<file path="config.mk">
export PLATFORM = sky130hd
export DESIGN_NAME = windowed_demand_refill_estimator_unit
export DESIGN_NICKNAME = d
export VERILOG_FILES = /design/src/sv/wdre_pkg.sv /design/src/sv/wdre_ram.sv /design/src/sv/wdre_regs.sv /design/src/sv/wdre_div.sv /design/src/sv/windowed_demand_refill_estimator_unit.sv
export SDC_FILE = /design/constraint.sdc
export NUM_CORES = 2
export LEC_CHECK = 0
export CORE_MARGIN = 2
export CORE_UTILIZATION = 40
export DETAILED_ROUTE_END_ITERATION = 8
export DONT_BUFFER_PORTS = 1
export GPL_TIMING_DRIVEN = 0
export PLACE_DENSITY_LB_ADDON = 0.2
export REMOVE_ABC_BUFFERS = 1
export SKIP_CTS_REPAIR_TIMING = 1
export SLEW_MARGIN = 20
export SYNTH_ARGS = -nofsm -noshare
export SYNTH_HDL_FRONTEND = slang
export SYNTH_SLANG_ARGS = --single-unit
</file>
<file path="constraint.sdc">
create_clock -name clk -period 10 [get_ports clk]
set_clock_uncertainty 0.15 [all_clocks]
set_input_delay 1 -clock clk [delete_from_list [all_inputs] [get_ports clk]]
set_output_delay 1 -clock clk [all_outputs]
set_load 0.1 [all_outputs]
</file>
<file path="src/sv/wdre_pkg.sv">
`timescale 1ns / 1ps
`default_nettype none
package wdre_pkg;
	localparam int WINDOW_MAX = 64;
	localparam int IDX_W = $clog2(WINDOW_MAX);
	localparam int CNT_W = IDX_W + 1;
	localparam int BUF_FRAC = 12;
	localparam logic [30:0] QTY_MAX = 31'h7FFFFFFF;

	localparam logic CMD_UPDATE = 1'b0;
	localparam logic CMD_QUERY = 1'b1;

	localparam logic [2:0] REG_USE_AVERAGE = 3'd0;
	localparam logic [2:0] REG_BUFFER_FACTOR = 3'd1;
	localparam logic [2:0] REG_EMPTY_THRESHOLD = 3'd2;
	localparam logic [2:0] REG_WINDOW_LENGTH = 3'd3;
	localparam logic [2:0] REG_SEED_USAGE = 3'd4;

	typedef enum logic [2:0] {
		ST_IDLE,
		ST_SEED,
		ST_SCAN,
		ST_DIV,
		ST_MUL,
		ST_DONE
	} state_t;

	typedef struct packed {
		logic        use_average;
		logic [15:0] buffer_factor;
		logic [30:0] empty_threshold;
		logic [6:0]  window_length;
		logic [30:0] seed_usage;
	} cfg_t;
endpackage
`default_nettype wire

</file>
<file path="src/sv/wdre_ram.sv">
`timescale 1ns / 1ps
`default_nettype none
module wdre_ram #(
	parameter int WIDTH = 32,
	parameter int DEPTH = 64
) (
	input  wire logic                     clk,
	input  wire logic                     we,
	input  wire logic [$clog2(DEPTH)-1:0] waddr,
	input  wire logic [WIDTH-1:0]         wdata,
	input  wire logic [$clog2(DEPTH)-1:0] raddr,
	output logic      [WIDTH-1:0]         rdata
);
	logic [WIDTH-1:0] mem [DEPTH];

	always_ff @(posedge clk) begin
		if (we) begin
			mem[waddr] <= wdata;
		end
		rdata <= mem[raddr];
	end
endmodule
`default_nettype wire

</file>
<file path="src/sv/wdre_regs.sv">
`timescale 1ns / 1ps
`default_nettype none
module wdre_regs (
	input  wire logic        clk,
	input  wire logic        arst_n,
	input  wire logic        psel,
	input  wire logic        penable,
	input  wire logic        pwrite,
	input  wire logic [4:0]  paddr,
	input  wire logic [31:0] pwdata,
	output logic      [31:0] prdata,
	output wdre_pkg::cfg_t   cfg
);
	import wdre_pkg::*;

	logic [2:0] idx;
	assign idx = paddr[4:2];

	always_ff @(posedge clk or negedge arst_n) begin
		if (!arst_n) begin
			cfg.use_average <= 1'b0;
			cfg.buffer_factor <= 16'd8192;
			cfg.empty_threshold <= '0;
			cfg.window_length <= 7'd24;
			cfg.seed_usage <= '0;
		end else if (psel && penable && pwrite) begin
			unique case (idx)
				REG_USE_AVERAGE:     cfg.use_average <= pwdata[0];
				REG_BUFFER_FACTOR:   cfg.buffer_factor <= pwdata[15:0];
				REG_EMPTY_THRESHOLD: cfg.empty_threshold <= pwdata[30:0];
				REG_WINDOW_LENGTH:   cfg.window_length <= pwdata[6:0];
				REG_SEED_USAGE:      cfg.seed_usage <= pwdata[30:0];
				default: ;
			endcase
		end
	end

	always_comb begin
		unique case (idx)
			REG_USE_AVERAGE:     prdata = {31'd0, cfg.use_average};
			REG_BUFFER_FACTOR:   prdata = {16'd0, cfg.buffer_factor};
			REG_EMPTY_THRESHOLD: prdata = {1'b0, cfg.empty_threshold};
			REG_WINDOW_LENGTH:   prdata = {25'd0, cfg.window_length};
			REG_SEED_USAGE:      prdata = {1'b0, cfg.seed_usage};
			default:             prdata = '0;
		endcase
	end
endmodule
`default_nettype wire

</file>
<file path="src/sv/wdre_div.sv">
`timescale 1ns / 1ps
`default_nettype none
module wdre_div (
	input  wire logic                          clk,
	input  wire logic                          arst_n,
	input  wire logic                          go,
	input  wire logic signed [38:0]            dividend,
	input  wire logic [wdre_pkg::CNT_W-1:0]    divisor,
	output logic                               done,
	output logic signed [31:0]                 quotient
);
	import wdre_pkg::*;

	logic [38:0] mag_q;
	logic [CNT_W-1:0] rem_q;
	logic neg_q;
	logic [5:0] step_q;
	logic busy_q;
	logic [CNT_W:0] trial;
	logic [38:0] q_abs;

	assign trial = {rem_q, mag_q[38]} - {1'b0, divisor};
	assign q_abs = neg_q ? (~mag_q + 39'd1) : mag_q;
	assign quotient = q_abs[31:0];

	always_ff @(posedge clk or negedge arst_n) begin
		if (!arst_n) begin
			busy_q <= 1'b0;
			done <= 1'b0;
			step_q <= '0;
		end else begin
			done <= 1'b0;
			if (go) begin
				busy_q <= 1'b1;
				step_q <= 6'd0;
			end else if (busy_q) begin
				step_q <= step_q + 6'd1;
				if (step_q == 6'd38) begin
					busy_q <= 1'b0;
					done <= 1'b1;
				end
			end
		end
	end

	always_ff @(posedge clk) begin
		if (go) begin
			neg_q <= dividend[38];
			mag_q <= dividend[38] ? 39'(-dividend) : dividend;
			rem_q <= '0;
		end else if (busy_q) begin
			if (!trial[CNT_W]) begin
				rem_q <= trial[CNT_W-1:0];
				mag_q <= {mag_q[37:0], 1'b1};
			end else begin
				rem_q <= {rem_q[CNT_W-2:0], mag_q[38]};
				mag_q <= {mag_q[37:0], 1'b0};
			end
		end
	end
endmodule
`default_nettype wire

</file>
<file path="src/sv/windowed_demand_refill_estimator_unit.sv">
`timescale 1ns / 1ps
`default_nettype none
// One result word per command: the history scan reads each counted entry in turn before
// done; the mean adds a restoring divide and seeding an empty history adds a seed state.
// Busy falls as done rises, and the next word may start then. Reset clears the control
// state and loads the register defaults; the history memory is not cleared, as only
// counted entries are read. The receiver cannot stall.
module windowed_demand_refill_estimator_unit (
	input  wire logic        clk,
	input  wire logic        arst_n,
	input  wire logic        psel,
	input  wire logic        penable,
	input  wire logic        pwrite,
	input  wire logic [4:0]  paddr,
	input  wire logic [31:0] pwdata,
	output logic      [31:0] prdata,
	output logic             pready,
	input  wire logic        start,
	output logic             busy,
	input  wire logic        cmd,
	input  wire logic [30:0] qty_before,
	input  wire logic [30:0] qty_after,
	input  wire logic [30:0] current_qty,
	output logic             done,
	output logic [30:0]      to_move,
	output logic [30:0]      to_hold,
	output logic signed [31:0] usage_estimate,
	output logic signed [31:0] recorded_usage
);
	import wdre_pkg::*;

	cfg_t cfg;
	state_t state_q, state_d;

	logic cmd_q;
	logic [30:0] pre_q, post_q, cur_q;
	logic [IDX_W-1:0] oldest_q;
	logic [CNT_W-1:0] count_q;
	logic [CNT_W-1:0] scan_q;
	logic rd_valid_s1;
	logic signed [38:0] acc_q;
	logic signed [31:0] est_q;
	logic signed [48:0] prod_q;

	logic we;
	logic [IDX_W-1:0] waddr, raddr;
	logic [31:0] wdata, rdata;
	logic div_go, div_done;
	logic signed [31:0] div_q;
	logic signed [38:0] div_num;

	logic [CNT_W-1:0] win;
	logic signed [48:0] scaled;
	logic signed [31:0] scaled_sat;
	logic signed [49:0] mv_full;
	logic [30:0] mv;
	logic [31:0] hold_full;
	logic signed [31:0] used;
	logic [CNT_W-1:0] cnt_inc;

	assign pready = 1'b1;

	wdre_regs u_regs (
		.clk, .arst_n, .psel, .penable, .pwrite, .paddr, .pwdata, .prdata, .cfg
	);

	wdre_ram #(.WIDTH(32), .DEPTH(WINDOW_MAX)) u_hist (
		.clk, .we, .waddr, .wdata, .raddr, .rdata
	);

	assign div_num = acc_q + 39'(signed'(rdata));

	wdre_div u_div (
		.clk, .arst_n, .go(div_go), .dividend(div_num), .divisor(count_q),
		.done(div_done), .quotient(div_q)
	);

	assign busy = (state_q != ST_IDLE);
	assign raddr = oldest_q + scan_q[IDX_W-1:0];

	always_comb begin
		if (cfg.window_length == 7'd0) win = CNT_W'(1);
		else if (cfg.window_length > 7'(WINDOW_MAX)) win = CNT_W'(WINDOW_MAX);
		else win = CNT_W'(cfg.window_length);
	end

	// Truncation toward zero of est*factor/4096.
	assign scaled = prod_q[48] ? -((-prod_q) >>> BUF_FRAC) : (prod_q >>> BUF_FRAC);
	always_comb begin
		if (scaled > 49'sd2147483647) scaled_sat = 32'sh7FFFFFFF;
		else if (scaled < -49'sd2147483648) scaled_sat = 32'sh80000000;
		else scaled_sat = scaled[31:0];
	end

	assign mv_full = 50'(scaled) - 50'(signed'({1'b0, cur_q}));
	always_comb begin
		if (mv_full < 0) mv = '0;
		else if (mv_full > 50'sd2147483647) mv = QTY_MAX;
		else mv = mv_full[30:0];
	end
	assign hold_full = {1'b0, cur_q} + {1'b0, mv};

	always_comb begin
		if (pre_q <= cfg.empty_threshold) used = est_q;
		else if ($signed({1'b0, pre_q}) >= est_q && post_q <= cfg.empty_threshold)
			used = scaled_sat;
		else used = $signed({1'b0, pre_q}) - $signed({1'b0, post_q});
	end

	always_comb begin
		state_d = state_q;
		unique case (state_q)
			ST_IDLE: if (start) state_d = (count_q == '0) ? ST_SEED : ST_SCAN;
			ST_SEED: state_d = ST_SCAN;
			ST_SCAN: if (rd_valid_s1 && scan_q == count_q)
				state_d = cfg.use_average ? ST_DIV : ST_MUL;
			ST_DIV:  if (div_done) state_d = ST_MUL;
			ST_MUL:  state_d = ST_DONE;
			ST_DONE: state_d = ST_IDLE;
			default: state_d = ST_IDLE;
		endcase
	end

	always_comb begin
		we = 1'b0;
		waddr = '0;
		wdata = '0;
		div_go = 1'b0;
		unique case (state_q)
			ST_SEED: begin
				we = 1'b1;
				wdata = {1'b0, cfg.seed_usage};
			end
			ST_SCAN: div_go = rd_valid_s1 && scan_q == count_q && cfg.use_average;
			ST_DONE: begin
				we = (cmd_q == CMD_UPDATE);
				waddr = oldest_q + count_q[IDX_W-1:0];
				wdata = used;
			end
			default: ;
		endcase
	end

	assign cnt_inc = count_q + CNT_W'(1);

	always_ff @(posedge clk or negedge arst_n) begin
		if (!arst_n) begin
			state_q <= ST_IDLE;
			oldest_q <= '0;
			count_q <= '0;
			scan_q <= '0;
			rd_valid_s1 <= 1'b0;
			done <= 1'b0;
		end else begin
			state_q <= state_d;
			done <= 1'b0;
			unique case (state_q)
				ST_IDLE: begin
					scan_q <= '0;
					rd_valid_s1 <= 1'b0;
				end
				ST_SEED: begin
					oldest_q <= '0;
					count_q <= CNT_W'(1);
				end
				ST_SCAN: begin
					if (scan_q != count_q) begin
						scan_q <= scan_q + CNT_W'(1);
						rd_valid_s1 <= 1'b1;
					end else begin
						rd_valid_s1 <= 1'b0;
					end
				end
				ST_DONE: begin
					done <= 1'b1;
					if (cmd_q == CMD_UPDATE) begin
						if (cnt_inc > win) oldest_q <= oldest_q + IDX_W'(1);
						else count_q <= cnt_inc;
					end
				end
				default: ;
			endcase
		end
	end

	always_ff @(posedge clk) begin
		if (state_q == ST_IDLE && start) begin
			cmd_q <= cmd;
			pre_q <= qty_before;
			post_q <= qty_after;
			cur_q <= current_qty;
			acc_q <= '0;
		end
		if (state_q == ST_SCAN && rd_valid_s1) begin
			if (cfg.use_average) acc_q <= acc_q + 39'(signed'(rdata));
			else if ($signed(rdata) > acc_q) acc_q <= 39'(signed'(rdata));
		end
		if (state_q == ST_SCAN && rd_valid_s1 && scan_q == count_q && !cfg.use_average)
			est_q <= ($signed(rdata) > acc_q) ? $signed(rdata) : acc_q[31:0];
		if (state_q == ST_DIV && div_done) est_q <= div_q;
		if (state_q == ST_MUL)
			prod_q <= 49'(est_q) * 49'(signed'({1'b0, cfg.buffer_factor}));
		if (state_q == ST_DONE) begin
			usage_estimate <= est_q;
			if (cmd_q == CMD_QUERY) begin
				to_move <= mv;
				to_hold <= hold_full[31] ? QTY_MAX : hold_full[30:0];
				recorded_usage <= '0;
			end else begin
				to_move <= '0;
				to_hold <= '0;
				recorded_usage <= used;
			end
		end
	end
endmodule
`default_nettype wire

</file>
Word level (Yosys, flattened, before mapping)
Memories as Yosys holds them, arrays and structs flattened. A register that Yosys moved wholly into a read port is not among the register bits.
Index checks and enable logic that the tools add are counted.
Storage, ports and cells
  bits in registers: 506
  RAM bits: 2048
  bits of input ports: 137
  output and inout bits: 161
  word-level logic and storage cells: 160
  memories: 1
Memory list
  u_hist.mem: words 64, bits a word 32, rd ports 1, clocked after Yosys merged registers in 1, write ports 1, line wdre_ram.sv:14  | logic [WIDTH-1:0] mem [DEPTH];
Operators by class
  add/sub/neg operators: 15
  $mul: 1
  magnitude comparators: 10
  eq/ne operators: 19
  multiplexer cells: 55
  bitwise operators: 2
  reduce and logical (&&, ||, !) cells: 29
Operators by type and width (count)
  $mux 39: 7
  $mux 32: 8
  $pmux 31 s5: 1
  $mux 31: 3
  $pmux 32 s2: 1
  $le 31x31->1: 2
  $gt 50x32->1 const B: 1
  $lt 50x1->1 const B: 1
  $sub 49x32->50: 1
  $gt 49x32->1 const B: 1
  $lt 49x32->1 const B: 1
  $mul 32x17->49: 1
  $mux 49: 1
  $neg 37->49: 1
  $neg 49->49: 1
  $mux 7: 6
  $add 39x32->39: 1
  $gt 32x39->1: 1
  $neg 39->39: 1
  $add 31x31->32: 1
  $add 32x1->32 const B: 1
  $ge 32x32->1: 1
  $not 32->32: 1
  $sub 31x31->32: 1
  other kinds (31): 86

Logic depth before layout (Yosys ltp)
  depth after elaboration: 9
  depth in mapped cells: 42
  gate-level depth less buffers: 40

By module
Synthesis repeated with hierarchy kept, for this count alone.
Unflattened totals
  cells, all modules: 8936
  area total of the unflattened synthesis: 130931.8 µm²
By module, submodules not included
  wdre_ram: times used 1, cells each 3324, area each 78515.3 µm², sequential area each 62139.6 µm²
  windowed_demand_refill_estimator_unit: times used 1, cells each 4878, area each 44490.2 µm², sequential area each 10445.0 µm²
  wdre_div: times used 1, cells each 456, area each 4092.7 µm², sequential area each 1541.5 µm²
  wdre_regs: times used 1, cells each 278, area each 3833.7 µm², sequential area each 2155.8 µm²

Worst setup path after synthesis
Ideal clock, no wire load.
  path kind: register to register
  from: register prod_q[8]
  to: register to_hold[18], data pin
  setup time: 0.274 ns
  data arrival time: 8.428 ns
  required time: 9.576 ns
  setup slack: 1.148 ns
  stages on the path, launching flop included: 37
  buffers on the path: 3
  clock period less this slack: 8.852 ns
  path through: edfxtp_1 nor4_4 nand3_1 o21ai_0 nand2_1 ha_1 clkbuf_1 or4_1 a21oi_1 xor2_1 ha_1 o21ai_0 o21ai_0 a221o_1 o21ai_0 o21ai_0 a21oi_1 o21ai_0 a211oi_1 mux2i_1 o41a_1 buf_2 nor3_2 nor2_1 ha_1 a21o_1 a2111oi_0 o21ai_0 a211oi_1 o21ai_0 o41ai_1 o21ai_0 or4_1 and3_1 o21ai_1 clkbuf_1 a31oi_1
On the way
  longest elaborated chain between the ends: 9
  elaborated cells between the ends (all ways): 10
  classes of those cells: 4 x add/sub; 2 x order compare; 4 x mux
RTL lines
  start: declaration: line windowed_demand_refill_estimator_unit.sv:43  | logic signed [48:0] prod_q;
  start signal: assignment: line windowed_demand_refill_estimator_unit.sv:202  | prod_q <= 49'(est_q) * 49'(signed'({1'b0, cfg.buffer_factor}));
  $neg 49->49 *: line windowed_demand_refill_estimator_unit.sv:88  | assign scaled = prod_q[48] ? -((-prod_q) >>> BUF_FRAC) : (prod_q >>> BUF_FRAC);
  $neg 37->49 *: line windowed_demand_refill_estimator_unit.sv:88
  $mux 49 *: line windowed_demand_refill_estimator_unit.sv:88
  $sub 49x32->50 *: line windowed_demand_refill_estimator_unit.sv:95  | assign mv_full = 50'(scaled) - 50'(signed'({1'b0, cur_q}));
  $gt 50x32->1: line windowed_demand_refill_estimator_unit.sv:98  | else if (mv_full > 50'sd2147483647) mv = QTY_MAX;
  $mux 31: line windowed_demand_refill_estimator_unit.sv:98
  $mux 31 *: line windowed_demand_refill_estimator_unit.sv:97  | if (mv_full < 0) mv = '0;
  named net mv[8]: line windowed_demand_refill_estimator_unit.sv:56  | logic [30:0] mv;
  $add 31x31->32 *: line windowed_demand_refill_estimator_unit.sv:101  | assign hold_full = {1'b0, cur_q} + {1'b0, mv};
  $mux 31 *: line windowed_demand_refill_estimator_unit.sv:207  | to_hold <= hold_full[31] ? QTY_MAX : hold_full[30:0];
  end signal: assignment: line windowed_demand_refill_estimator_unit.sv:207
  end: declaration: line windowed_demand_refill_estimator_unit.sv:26  | output logic [30:0] to_hold,
The timed path passes the listed nets; every way through them passes the cells marked *.
A chain may end at the register's enable or synchronous reset.

Worst setup path in the final report
  from: register prod_q[11]
  to: register to_hold[21], data pin
Same word-level chain as after synthesis.

==> results <==
- The total of max-cap violations is 0.
- The via count is 78502.
- The category of the most critical setup path is flop to flop.
- Global routing finished with a remaining overflow of 0.
- TritonCTS built the clock tree.
- For this design, the sink count on the clock tree is 2586.
- The net total in the final layout is 10202.
- The root buffer cell is clkbuf_16.
- After floorplanning, the core was sized to cover 327000 um^2.
- Of all cell types, the one taking the most synthesized area is edfxtp_1.
- The number of levels the H-tree was split into is 5.
- For this design, the slowest cell found on the critical path is nor4_4.
- Setup violations remaining at the end of the flow were counted as 0.
- The antenna violation net count after detailed routing is 0.
- By area the synthesized netlist is led by edfxtp_1, mux4_2, fa_1.
- The die is 577 um tall.
- The run finished with clean final reports.
- The routability congestion estimate is 0.950.
- The first-pass GRT wire length is 564 mm.
- The largest buffer count on any clock path is 4.
- The number of buffers created by CTS is 282.
- The initial utilization of the core area, before any placement, comes to 40.2%.
- The number of synthesis warnings is 0.
- The half-perimeter wire length after placement is 284 mm.
- The combined global-route utilization of all metal layers is 23.3%.
- The routed design has 391 mm of wire.
- The element type at the critical path start is a flop.
- The hold violation total from the final report is 0.
- Compared with the post-synthesis result, the final layout area differs by 16.6%.
- The area of all placed cells without fillers is 153000 um^2.
- In this run the biggest area consumer among cell types represents 54.5% of the synthesized area.
- In the routed layout, each cell is associated on average with a via count of 5.71.
- The proportion of layout cells with a drive suffix above 1 is 18.9%.
- The most repeated cell in the gate-level netlist after synthesis is edfxtp_1.
- Sequential elements use 58.0% of the synthesized area.
- Data on the critical path is required at its endpoint by 10.49 ns.
- The delay of the slowest critical-path stage is 0.44 ns.
- The per-cell routed wire length is 28.5 um.
- The via count of the first global-routing pass was 80066.
- The final cycle utilization of the critical path is 95.5%.
- The largest fanout on the critical path is 20.
- After synthesis, the share of flip-flops with an asynchronous set or reset is 4.60%.
- The detailed router's first-iteration violation count is 7613.
- Headroom to the max-slew limit came out at 7.63%.
- At the pin with the least slew margin, the transition time is 1.37 ns.
- The die is 577 um wide.
- In this run, synthesis inferred 2389 flip-flops with an integrated enable.
- Ranked by instance count, the synthesized netlist is headed by edfxtp_1, inv_1, mux4_2.
- Entering global routing, the biggest net connects 120 pins.
- The post-synthesis register bit count is 2586.
- The mapped netlist covers 132000 um^2.
- The number of library cell types mapped by synthesis is 98.
- 298 I/O pins were placed.
- Data arrives at the worst endpoint at 10.04 ns.
- The total buffers and inverters traversed by the critical path is 3.
- Grouping stages by cell kind, the critical path spends the most delay in compound AO/OA/AOI/OAI gates.
- The final count of pins violating max slew is 0.
- For the worst-skew pair, the clock arrives at the later sink with an insertion delay of 0.93 ns.
- The placed instances occupy a cell area of 144000 um^2.
- The residual DRC count is 0.
- The floorplan step defined a die boundary enclosing 333000 um^2.
- The kind of path behind the tightest hold check is input pin to flop.
- The clock slew at the register clock pins of the worst setup and hold paths is 0.06 ns.
- The number of core rows is 210.
- The top flip-flop cell by instance count after synthesis is edfxtp_1.
- The worst hold slack after final layout is 0.0404 ns.
- The endpoint type of the worst setup path is a flop.
- The worst path in the final design needs a cycle of 9.55 ns, including I/O delays and setup.
- The gate count after technology mapping is 8930.
- Static timing analysis puts the maximum clock frequency at 105 MHz.
- The iteration count of the initial detailed-routing pass is 6.
- The count of buffers added on input and output ports is 0.
- The average cell area after synthesis is 14.7 um^2.
- The initial antenna violation count was 33.
cells by family after synthesis:
| logic type | Yosys count | synth area share [%] |
|---|---|---|
| flip-flops | 2586 | 58.0 |
| multiplexers | 751 | 11.9 |
| other | 2 | 0.00571 |
| XOR/XNOR | 292 | 1.94 |
| AND/OR/NAND/NOR | 1923 | 7.15 |
| adder cells (fa/ha/maj) | 909 | 11.5 |
| AO/OA/AOI/OAI | 1235 | 6.02 |
| buffers and inverters | 1232 | 3.56 |
layer usage:
layer	vias to the layer above	part of all wire [%]	track usage, %	routed length, um
li1	33836	-	-	-
met1	41298	40	30.6	158000
met2	2746	50	39.5	194000
met3	620	6.0	2.91	23500
met4	2	4.1	9.02	16000
met5	-	0.0038	0	15
worst paths after layout:
kind	end	cells after the start	startpoint	slack, ns
setup / recovery	to_hold[21]	39	prod_q[11]	0.45
hold / removal	pre_q[23]	0	qty_before[23]	0.04
setup reg to reg	to_hold[21]	39	prod_q[11]	0.45
hold reg to reg	acc_q[25]	2	acc_q[25]	0.35
max in group asynchronous	u_regs.cfg[80]	2	arst_n	8.42
min in group asynchronous	done	2	arst_n	0.46
state kept, by name, summed over array words and instances (netlist names), 3 cells and up:
name,count
count_q,7
oldest_q,6
to_move,31
usage_estimate,32
cur_q,31
state_q,3
acc_q,39
recorded_usage,32
u_div.step_q,6
u_regs.cfg,86
u_div.rem_q,7
u_div.mag_q,39
est_q,32
post_q,31
pre_q,31
u_hist.mem,2048
prod_q,49
scan_q,7
u_hist.rdata,32
to_hold,31
layout make-up:
| cell class | instances | area (um^2) |
|---|---|---|
| Timing Repair Buffer | 388 | 7580 |
| Multi-Input combinational cell | 5114 | 52100 |
| Clock inverter | 150 | 1370 |
| Fill cell | 28252 | 174000 |
| Antenna cell | 17 | 42.5 |
| Sequential cell | 2586 | 76300 |
| Inverter | 784 | 2960 |
| Clock buffer | 359 | 7490 |
| Tap cell | 4346 | 5440 |
cell usage in the layout (no fill, tap or decap), drive strengths merged, types with 43 or more instances in the layout:
cell    netlist  routed
edfxtp     2389    2389
and2        223     223
nand3       103     103
xor2         97      97
mux2         59      59
fa          496     496
nor3        105     105
dfxtp        78      78
a21o        101     101
nor2        515     515
clkbuf      361     359
o22ai        42      43
dfrtp       116     116
a22oi        52      52
buf          87     380
nand4        77      77
mux2i        52      52
a211oi       73      73
ha          413     413
o21ai       296     296
nor2b        80      80
nand2       597     597
xnor2       195     195
inv         783     799
clkinv        1     117
mux4        640     640
a21oi       308     308
a31oi        55      55
o21a         55      55
through the flow:
stage,cells,util [%],setup slack (ns),TNS (ns)
global placement,12828,41.3,-24.23,-5842.82
global route,13732,46.8,-0.153,-0.794
CTS,13691,46.6,-1.14,-24.73
detailed placement,13182,43.9,-1.13,-24.44
finish,13744,46.8,0.447,0
floorplan,8482,-,-11.62,-387.40
Power is left out: the tool's default activity adds up to more than one toggle a clock period on the data nets, which glitch-free logic cannot reach.
